File: config.mk
export PLATFORM = sky130hd
export DESIGN_NAME = delta_zigzag_varint_encoder_flat
export DESIGN_NICKNAME = d
export VERILOG_FILES = /design/src/design/dzve_pkg.sv /design/src/design/dzve_if.sv /design/src/design/dzve_front.sv /design/src/design/dzve_queue.sv /design/src/design/dzve_back.sv /design/src/design/delta_zigzag_varint_encoder.sv /design/src/flat_wrapper.sv
export VERILOG_INCLUDE_DIRS = /design/src /design/src/design
export SDC_FILE = /design/constraint.sdc
export NUM_CORES = 1
export LEC_CHECK = 0
export BUFFER_PORTS_ARGS = -buffer_cell sky130_fd_sc_hd__buf_2
export CORE_ASPECT_RATIO = 1.2
export CORE_MARGIN = 10
export CORE_UTILIZATION = 65
export CTS_BUF_LIST = sky130_fd_sc_hd__clkbuf_16
export DETAILED_ROUTE_END_ITERATION = 7
export PLACE_DENSITY = 0.91
export SLEW_MARGIN = 15
export SYNTH_ARGS = -nofsm -noshare
export SYNTH_HDL_FRONTEND = slang
export SYNTH_SLANG_ARGS = --single-unit
File: constraint.sdc
create_clock -name clock -period 5.2 [get_ports clock]
set_input_delay 0.26 -clock clock [delete_from_list [all_inputs] [get_ports clock]]
set_output_delay 0.26 -clock clock [all_outputs]
set_load 0.01 [all_outputs]
File: src/design/assert_macros.svh
// -----------------------------------------------------------------------------
// assert_macros.svh
// Assertion shorthands shared by the encoder's modules.
// -----------------------------------------------------------------------------
`ifndef ASSERT_MACROS_SVH
`define ASSERT_MACROS_SVH

// Checked at every rising edge, ignored while reset is high.
`define ASSERT_RST(label, clk, rst, prop) \
   label: assert property (@(posedge clk) disable iff (rst) prop) \
      else $error("assertion failed");

// Checked at every rising edge, reset included.
`define ASSERT_ALWAYS(label, clk, prop) \
   label: assert property (@(posedge clk) prop) \
      else $error("assertion failed");

`endif

File: src/design/dzve_pkg.sv
// -----------------------------------------------------------------------------
// dzve_pkg
// Widths, constants and shared types of the delta/zigzag varint encoder.
// -----------------------------------------------------------------------------
package dzve_pkg;

   localparam int SampleW = 32;
   localparam int ByteW   = 8;
   localparam int GroupW  = 7;

   localparam logic [ByteW-1:0] ContFlag    = 8'h80;
   localparam logic [ByteW-1:0] PayloadMask = 8'h7F;

   // The queue depth must be a power of two so the pointers wrap by themselves.
   localparam int QueueDepth = 2;
   localparam int QPtrW      = (QueueDepth > 1) ? $clog2(QueueDepth) : 1;
   localparam int QCountW    = $clog2(QueueDepth + 1);

   // One zigzag-mapped difference on its way from the front to the back.
   typedef struct packed {
      logic               valid;
      logic [SampleW-1:0] value;
   } dzve_entry_type;

endpackage

File: src/design/dzve_if.sv
// -----------------------------------------------------------------------------
// dzve_req_if / dzve_rsp_if
// Valid/ready channels for samples in and varint bytes out.
// -----------------------------------------------------------------------------
interface dzve_req_if;
   import dzve_pkg::*;

   logic                      valid;
   logic                      ready;
   logic signed [SampleW-1:0] sample;
   logic                      block_start;

   modport source (output valid, output sample, output block_start, input ready);
   modport sink   (input valid, input sample, input block_start, output ready);
endinterface

interface dzve_rsp_if;
   import dzve_pkg::*;

   logic             valid;
   logic             ready;
   logic [ByteW-1:0] code_byte;
   logic             last_byte;

   modport source (output valid, output code_byte, output last_byte, input ready);
   modport sink   (input valid, input code_byte, input last_byte, output ready);
endinterface

File: src/design/dzve_front.sv
// -----------------------------------------------------------------------------
// dzve_front
// Takes samples, forms the wrapped difference and zigzag-maps it.
// -----------------------------------------------------------------------------
`include "assert_macros.svh"

module dzve_front (
   input  logic                    clock,
   input  logic                    reset,
   dzve_req_if.sink                req_if,
   input  logic                    q_full,
   output dzve_pkg::dzve_entry_type push
);
   import dzve_pkg::*;

   logic [SampleW-1:0] prev_ff;
   logic [SampleW-1:0] prev_in;
   logic [SampleW-1:0] base;
   logic [SampleW-1:0] diff;
   logic               accept;

   always_comb begin
      // No sample is taken while reset is high, since it would be dropped.
      accept       = req_if.valid && !q_full && !reset;
      req_if.ready = !q_full && !reset;
      base         = req_if.block_start ? '0 : prev_ff;
      diff         = SampleW'(req_if.sample) - base;
      // Zigzag: shift left and flip all bits when the difference is negative.
      push.valid   = accept;
      push.value   = {diff[SampleW-2:0], 1'b0} ^ {SampleW{diff[SampleW-1]}};
      prev_in      = accept ? SampleW'(req_if.sample) : prev_ff;
   end

   always_ff @(posedge clock) begin
      if (reset) begin
         prev_ff <= '0;
      end else begin
         prev_ff <= prev_in;
      end
   end

   `ASSERT_RST(a_prev_tracks, clock, reset,
      (req_if.valid && req_if.ready) |=> (prev_ff == $past(SampleW'(req_if.sample))))

endmodule

File: src/design/dzve_queue.sv
// -----------------------------------------------------------------------------
// dzve_queue
// Short first-in first-out queue between the front and the back.
// -----------------------------------------------------------------------------
`include "assert_macros.svh"

module dzve_queue (
   input  logic                     clock,
   input  logic                     reset,
   input  dzve_pkg::dzve_entry_type push,
   output logic                     full,
   input  logic                     pop,
   output dzve_pkg::dzve_entry_type head
);
   import dzve_pkg::*;

   logic [SampleW-1:0] slot_ff [QueueDepth];
   logic [QPtrW-1:0]   wr_ptr_ff;
   logic [QPtrW-1:0]   wr_ptr_in;
   logic [QPtrW-1:0]   rd_ptr_ff;
   logic [QPtrW-1:0]   rd_ptr_in;
   logic [QCountW-1:0] count_ff;
   logic [QCountW-1:0] count_in;

   always_comb begin
      full       = (count_ff == QCountW'(QueueDepth));
      head.valid = (count_ff != '0);
      head.value = slot_ff[rd_ptr_ff];
      wr_ptr_in  = push.valid ? wr_ptr_ff + 1'b1 : wr_ptr_ff;
      rd_ptr_in  = pop ? rd_ptr_ff + 1'b1 : rd_ptr_ff;
      count_in   = count_ff + QCountW'(push.valid) - QCountW'(pop);
   end

   always_ff @(posedge clock) begin
      if (push.valid) begin
         slot_ff[wr_ptr_ff] <= push.value;
      end
      if (reset) begin
         wr_ptr_ff <= '0;
         rd_ptr_ff <= '0;
         count_ff  <= '0;
      end else begin
         wr_ptr_ff <= wr_ptr_in;
         rd_ptr_ff <= rd_ptr_in;
         count_ff  <= count_in;
      end
   end

   `ASSERT_ALWAYS(a_count_bound, clock, reset || (count_ff <= QCountW'(QueueDepth)))
   `ASSERT_RST(a_pop_nonempty, clock, reset, pop |-> (count_ff != '0))

endmodule

File: src/design/dzve_back.sv
// -----------------------------------------------------------------------------
// dzve_back
// Splits each queued value into LEB128 bytes, one byte per cycle unless stalled.
// -----------------------------------------------------------------------------
`include "assert_macros.svh"

module dzve_back (
   input  logic                     clock,
   input  logic                     reset,
   input  dzve_pkg::dzve_entry_type head,
   output logic                     pop,
   dzve_rsp_if.source               rsp_if
);
   import dzve_pkg::*;

   logic               busy_ff, busy_in;
   logic [SampleW-1:0] rest_ff, rest_in;
   logic               out_valid_ff, out_valid_in;
   logic [ByteW-1:0]   byte_ff, byte_in;
   logic               last_ff, last_in;

   logic               out_free;
   logic               have;
   logic [SampleW-1:0] src;
   logic [SampleW-1:0] rest;
   logic               last;

   always_comb begin
      out_free     = !out_valid_ff || rsp_if.ready;
      // A value in progress goes first; otherwise the queue head is taken directly.
      src          = busy_ff ? rest_ff : head.value;
      have         = busy_ff || head.valid;
      rest         = src >> GroupW;
      last         = (rest == '0);
      pop          = out_free && !busy_ff && head.valid;

      busy_in      = busy_ff;
      rest_in      = rest_ff;
      out_valid_in = out_valid_ff;
      byte_in      = byte_ff;
      last_in      = last_ff;
      if (out_free) begin
         out_valid_in = have;
         if (have) begin
            byte_in = (src[ByteW-1:0] & PayloadMask) | (last ? '0 : ContFlag);
            last_in = last;
            rest_in = rest;
            busy_in = !last;
         end
      end

      rsp_if.valid     = out_valid_ff;
      rsp_if.code_byte = byte_ff;
      rsp_if.last_byte = last_ff;
   end

   always_ff @(posedge clock) begin
      rest_ff <= rest_in;
      byte_ff <= byte_in;
      last_ff <= last_in;
      if (reset) begin
         busy_ff      <= 1'b0;
         out_valid_ff <= 1'b0;
      end else begin
         busy_ff      <= busy_in;
         out_valid_ff <= out_valid_in;
      end
   end

   `ASSERT_RST(a_busy_has_word, clock, reset, busy_ff |-> out_valid_ff)
   `ASSERT_RST(a_cont_flag, clock, reset,
      out_valid_ff |-> (byte_ff[ByteW-1] == !last_ff))

endmodule

File: src/design/delta_zigzag_varint_encoder.sv
// -----------------------------------------------------------------------------
// delta_zigzag_varint_encoder
// Delta, zigzag and LEB128 varint coding of signed 32-bit samples.
// -----------------------------------------------------------------------------
//   channel  direction  word                      handshake
//   req_if   in         sample, block_start       valid/ready
//   rsp_if   out        code_byte, last_byte      valid/ready
//
// A sample yields 1 to 5 words on rsp_if; the byte splitter in the back
// emits one word per cycle while rsp_if is ready.
// A sample's first word passes the queue slot and then the back's output
// register before it is valid on rsp_if.
// The two-entry queue lets the front take samples while the back is stalled.
// Reset is synchronous; the previous sample clears to zero.
// -----------------------------------------------------------------------------
module delta_zigzag_varint_encoder (
   input  logic       clock,
   input  logic       reset,
   dzve_req_if.sink   req_if,
   dzve_rsp_if.source rsp_if
);
   import dzve_pkg::*;

   dzve_entry_type push;
   dzve_entry_type head;
   logic           q_full;
   logic           pop;

   dzve_front u_front (
      .clock  (clock),
      .reset  (reset),
      .req_if (req_if),
      .q_full (q_full),
      .push   (push)
   );

   dzve_queue u_queue (
      .clock (clock),
      .reset (reset),
      .push  (push),
      .full  (q_full),
      .pop   (pop),
      .head  (head)
   );

   dzve_back u_back (
      .clock  (clock),
      .reset  (reset),
      .head   (head),
      .pop    (pop),
      .rsp_if (rsp_if)
   );

endmodule

File: src/flat_wrapper.sv
// flat-port wrapper written by rule: the top's interface ports become plain ports
module delta_zigzag_varint_encoder_flat import dzve_pkg::*;
  (clock, reset, req_if_valid, req_if_sample, req_if_block_start, req_if_ready, rsp_if_valid, rsp_if_code_byte, rsp_if_last_byte, rsp_if_ready);
  dzve_req_if req_if_i ();
  dzve_rsp_if rsp_if_i ();
  input  logic clock;
  input  logic reset;
  input wire logic [$bits(req_if_i.valid)-1:0] req_if_valid;
  input wire logic [$bits(req_if_i.sample)-1:0] req_if_sample;
  input wire logic [$bits(req_if_i.block_start)-1:0] req_if_block_start;
  output wire logic [$bits(req_if_i.ready)-1:0] req_if_ready;
  output wire logic [$bits(rsp_if_i.valid)-1:0] rsp_if_valid;
  output wire logic [$bits(rsp_if_i.code_byte)-1:0] rsp_if_code_byte;
  output wire logic [$bits(rsp_if_i.last_byte)-1:0] rsp_if_last_byte;
  input wire logic [$bits(rsp_if_i.ready)-1:0] rsp_if_ready;
  assign req_if_i.valid = req_if_valid;
  assign req_if_i.sample = req_if_sample;
  assign req_if_i.block_start = req_if_block_start;
  assign req_if_ready = req_if_i.ready;
  assign rsp_if_valid = rsp_if_i.valid;
  assign rsp_if_code_byte = rsp_if_i.code_byte;
  assign rsp_if_last_byte = rsp_if_i.last_byte;
  assign rsp_if_i.ready = rsp_if_ready;
  delta_zigzag_varint_encoder u_core (.clock(clock), .reset(reset), .req_if(req_if_i), .rsp_if(rsp_if_i));
endmodule
# Word-level counts from Yosys, hierarchy flattened
# Memories as Yosys holds them, arrays and structs flattened. A register that Yosys moved wholly into a read port is not among the register bits.
# Index checks and enable logic that the tools add are counted.
totals:
  output_inout_bits: 11
  memories: 1
  ff_bits: 72
  ramBits: 64
classes:
  addsub: 5
  n_eq_ne: 1
  reduce_logical: 15
  bitwise: 2
  muxes: 7
mem_list:
  columns: ["memory", "depth", "width", "read_ports", "rd_clocked_by_memory_dff", "wr", "line_no", "source"]
  rows:
  - ["u_core.u_queue.slot_ff", 2, 32, 1, 1, 1, "dzve_queue.sv:17", "logic [SampleW-1:0] slot_ff [QueueDepth];"]
op_table:
  columns: ["cell", "count"]
  rows:
  - ["two-way mux 32 bit", 2]
  - ["zero test 32 bit", 1]
  - ["subtractor 32 bit", 1]
  - ["XOR 32 bit", 1]
  - ["two-way mux 8 bit", 1]
  - ["OR 7 x 8 -> 8 bit", 1]
  - ["logical AND 1 bit", 5]
  - ["zero test 1 bit", 5]
  - ["two-way mux 1 bit", 4]
  - ["adder 1 bit, second input constant", 2]
  - ["adder 2 x 1 -> 2 bit", 1]
  - ["equality test 2 bit, second input constant", 1]
  - ["logical OR 1 bit", 2]
  - ["AND reduction 2 bit", 1]
  - ["nonzero test 2 bit", 1]
  - ["subtractor 2 x 1 -> 2 bit", 1]

# Logic depth before layout (Yosys ltp)
depth:
  word_depth: 6
  mapped_depth: 13

# Modules after synthesis
# Synthesis repeated with hierarchy kept, for this count alone.
hier_totals:
  cells_unflattened: 674
  area_unflattened_um2: 7867.5
by_module_without_submodules:
  columns: ["mod", "seq_area_each_um2", "cells_per_inst", "area_per_inst_um2", "instances"]
  rows:
  - ["dzve_front", 640.6, 452, 3578.4, 1]
  - ["dzve_queue", 2021.9, 121, 2685.1, 1]
  - ["dzve_back", 1061.0, 101, 1604.0, 1]

# Least setup slack after synthesis
# No wires, ideal clock.
synth_timing:
  path_kind: "register to register"
  from: "register u_core.u_queue.count_ff[0]"
  to: "memory u_core.u_queue.slot_ff[0][0], enable pin"
  stages_incl_launch_ff: 8
  path_slack_ps: 1958
  arrival_time_ps: 2820
  period_less_slack_ps: 3242
  path_cell_list: "dfxtp_1 -> inv_1 -> a21oi_1 -> and2_1 -> clkbuf_1 -> clkinv_1 -> clkbuf_1 -> nor2_1"
synth_between:
  elab_chain_cells: 6
synth_lines:
  columns: ["item", "line_no", "source"]
  rows:
  - ["start: declaration", "dzve_queue.sv:22", "logic [QCountW-1:0] count_ff;"]
  - ["start signal: assignment", "dzve_queue.sv:45", "count_ff <= count_in;"]
  - ["equality test 2 bit", "dzve_queue.sv:26", "full = (count_ff == QCountW'(QueueDepth));"]
  - ["zero test 1 bit", "dzve_front.sv:24", "accept = req_if.valid && !q_full && !reset;"]
  - ["logical AND 1 bit (2 in series)", "dzve_front.sv:24", null]
  - ["two-way mux 1 bit", "dzve_queue.sv:35", "if (push.valid) begin"]
  - ["two-way mux 1 bit (not written as such)", "dzve_queue.sv:36", "slot_ff[wr_ptr_ff] <= push.value;"]
  - ["end: declaration", "dzve_queue.sv:17", null]
# Every way passes these cells.

==> out/results.ini <==
[setup_path]
worst-path-buf-inv=1
r2r_end=u_core.u_queue.slot_ff[1][16]
slowest_stage=o211ai_4
startpoint=u_core.u_front.prev_ff[6]
required_ns=5.34
cp_top_family=compound AO/OA/AOI/OAI gates
cp-start-kind=flip-flop
max_stage_delay_ns=0.51
critical_path.cell_chain=nand2b_1, ha_1, a21oi_1, nor2_1, a21oi_2, o31ai_4, a21oi_1, a21oi_1, o211ai_4, buf_4, xnor2_1
setup.worst_path.class=reg2reg
rr_startpoint=u_core.u_front.prev_ff[6]
critical_path.most_common_cell=a21oi_1
cp_max_fo=20
arrival_ns=3.37
rr_worst_depth=11
worstSetupEndpointType=flip-flop
reg2reg_slack_ns=1.97

[drt]
ant_nets=0
drt_first_pass_iters=6
vias_per_cell=5.85
drtIter0Drc=348
drt-wirelength-per-cell_um=17.5
num_vias=5276
drt_wl_total_mm=15.7
drc=0

[run]
cap_viol_max_count=0

[pwr]
leakage_nw=3.17
p_per_area_nw_per_um2=490
ir_drop_uv=300
power.total_mw=4.08

[global_routing]
grt_pass1_wl_mm=26.6
antenna_found_initial=0
grtUsageTotal_pct=20.3
grt_pass1_vias=5386
overflow=0
grt_max_degree=63

[sta]
grt_setup_unrepaired=false
hold_viol=0
slew_viol_final=0
fin_crit_ns=3.23
setup_viol=0
relSlewSlack_pct=32.3
clock-skew-final_ns=0.00918
fin_crit_sh_pct=62.1
worst_slew_pin_slew_ns=1.02
setup_tns_ns=0
max_freq_mhz=310

[floorplanning]
coreArea_um2=11100
dieArea_um2=16000
num_io_pins=48
initial_core_util_pct=66.6
fp.dieH_um=137
rows=42
die_w_um=117

[clock_tree]
cts_root_buf=clkbuf_16
clock_sinks=137
clk_pin_slew_ns=0.06
cts_setup_buffers=0
cts_max_level=4
cts_buffer_depth=2
cts_hold_buf=0
cts_made_buffers=17
worstSkewPairLatency_ns=0.42
cts_tree=built
post_cts_resize_count=0

[logic_synthesis]
synth-edff-count=98
synth_top_area_cell=edfxtp_1
synth_commonest_cells=nand2_1, edfxtp_1, xnor2_1
syn_nets=774
syn_area_um2=7390
synth_most_common_cell=nand2_1
ys_warn_count=0
syn_avg_cell_area_um2=10.6
syn_inst=695
ys_seq_area_share_pct=50.4
synth-seq-cells=137
ys.flop_type=edfxtp_1
yosys-top-cells-area=edfxtp_1, dfxtp_1, ha_1
synthArstFlopShare_pct=0
synthDistinctLibCells=57
yosysTopAreaCellShare_pct=39.8

[min_path]
worstHoldEndpoint=u_core.u_front.prev_ff[29]
whs_path_depth=3
hp-class=in2reg
hold_path.startpoint=req_if_sample[29]

[finish]
syn_to_final_growth_pct=12.7
antenna_cells=0
nNetsFinal=814
drive_above_1_share_pct=13.4

[place]
gp_congestion=0.884
io_buffers=47
hpwl_mm=11.2

[status]
status=completed

[metrics by stage]
stage	hold WS, ns	area [µm²]	std cells	utilization, %	setup slack, ns
floorplan	0.359	7390	695	-	1.96
global route	0.0490	8330	902	75.1	1.75
global placement	0.455	7720	870	69.6	1.76
detailed placement	0.465	7720	870	69.6	1.64
CTS	0.0359	8330	902	75.1	1.95
finish	0.0406	8330	902	75.1	1.97
[layout by cell type, fill, tap and decap left out, types with 5 or more instances in the layout]
master	Yosys	routed
xor2_1	16	16
nand3_1	8	8
mux2i_1	33	33
buf_2	5	47
o21ai_0	42	42
buf_4	2	6
nand4_1	6	6
nand3b_1	32	32
a21o_1	11	11
nand2_1	108	108
ha_1	41	41
clkbuf_16	0	17
nor4_1	5	5
nor2_1	30	28
xnor2_1	47	47
edfxtp_1	98	98
and3_1	5	5
inv_1	12	13
nand2b_1	36	36
nor2b_1	7	7
dfxtp_1	39	38
a21oi_1	31	31
nor3_1	7	7
[metal layers]
metal	global-route usage, %	vias to the layer above	share of wire (%)
met5	0	-	0
met3	4.08	20	5.5
li1	-	2565	-
met4	7.38	0	1.4
met1	24.4	2508	42
met2	35.5	183	51
[power by group]
| group | leakage [nW] | switching (mW) | total [mW] | internal (mW) |
|---|---|---|---|---|
| registers | 1.24 | 0.124 | 1.72 | 1.60 |
| logic | 1.65 | 0.708 | 1.13 | 0.426 |
| clock network | 0.289 | 0.465 | 1.22 | 0.754 |
[sequential cells by signal (all words and copies together) (netlist names), named ones only]
signal and flops:
u_core.u_front.prev_ff 32, u_core.u_queue.slot_ff 64, u_core.u_queue.count_ff 2, u_core.u_back.rsp_if.last_byte 1
u_core.u_queue.wr_ptr_ff 1, u_core.u_back.busy_ff 1, u_core.u_back.rsp_if.valid 1, u_core.u_back.rest_ff 25
u_core.u_queue.rd_ptr_ff 1, u_core.u_back.rsp_if.code_byte 8
[final cells by class]
cell class | count | area (µm²)
fill | 726 | 2760
multi-input combinational | 513 | 3480
clock inverter | 15 | 178
timing repair buffer | 53 | 280
clock buffer | 17 | 425
sequential | 137 | 3720
inverter | 13 | 48.8
tap | 154 | 193
[cells by family after synthesis]
| logic type | share of synthesized area, % |
|---|---|
| simple gates | 17.3 |
| flops | 50.4 |
| compound gates | 10.5 |
| xor+xnor | 7.47 |
| buf+inv | 2.62 |
| fa+ha+maj | 7.21 |
| mux | 4.47 |
[worst max path at each step]
| stage | endpoint | depth (start not counted) |
|---|---|---|
| 2_1_floorplan | u_core.u_queue.slot_ff[0][0] | 7 |
| 3_3_place_gp | u_core.u_queue.slot_ff[0][7] | 12 |
| 3_5_place_dp | u_core.u_queue.slot_ff[0][2] | 12 |
| 4_1_cts | u_core.u_queue.slot_ff[1][16] | 11 |
| 5_1_grt | u_core.u_queue.slot_ff[1][16] | 11 |
| 6_report | u_core.u_queue.slot_ff[1][16] | 11 |
[worst reg2reg max path, stage by stage, from the launching register on]
cell,delay [ns]
dfxtp_1,0.33
nand2b_1,0.08
ha_1,0.31
a21oi_1,0.30
nor2_1,0.11
a21oi_2,0.16
o31ai_4,0.10
a21oi_1,0.27
a21oi_1,0.16
o211ai_4,0.51
buf_4,0.42
xnor2_1,0.18
Note: power is estimated with default switching activity, not from simulation.
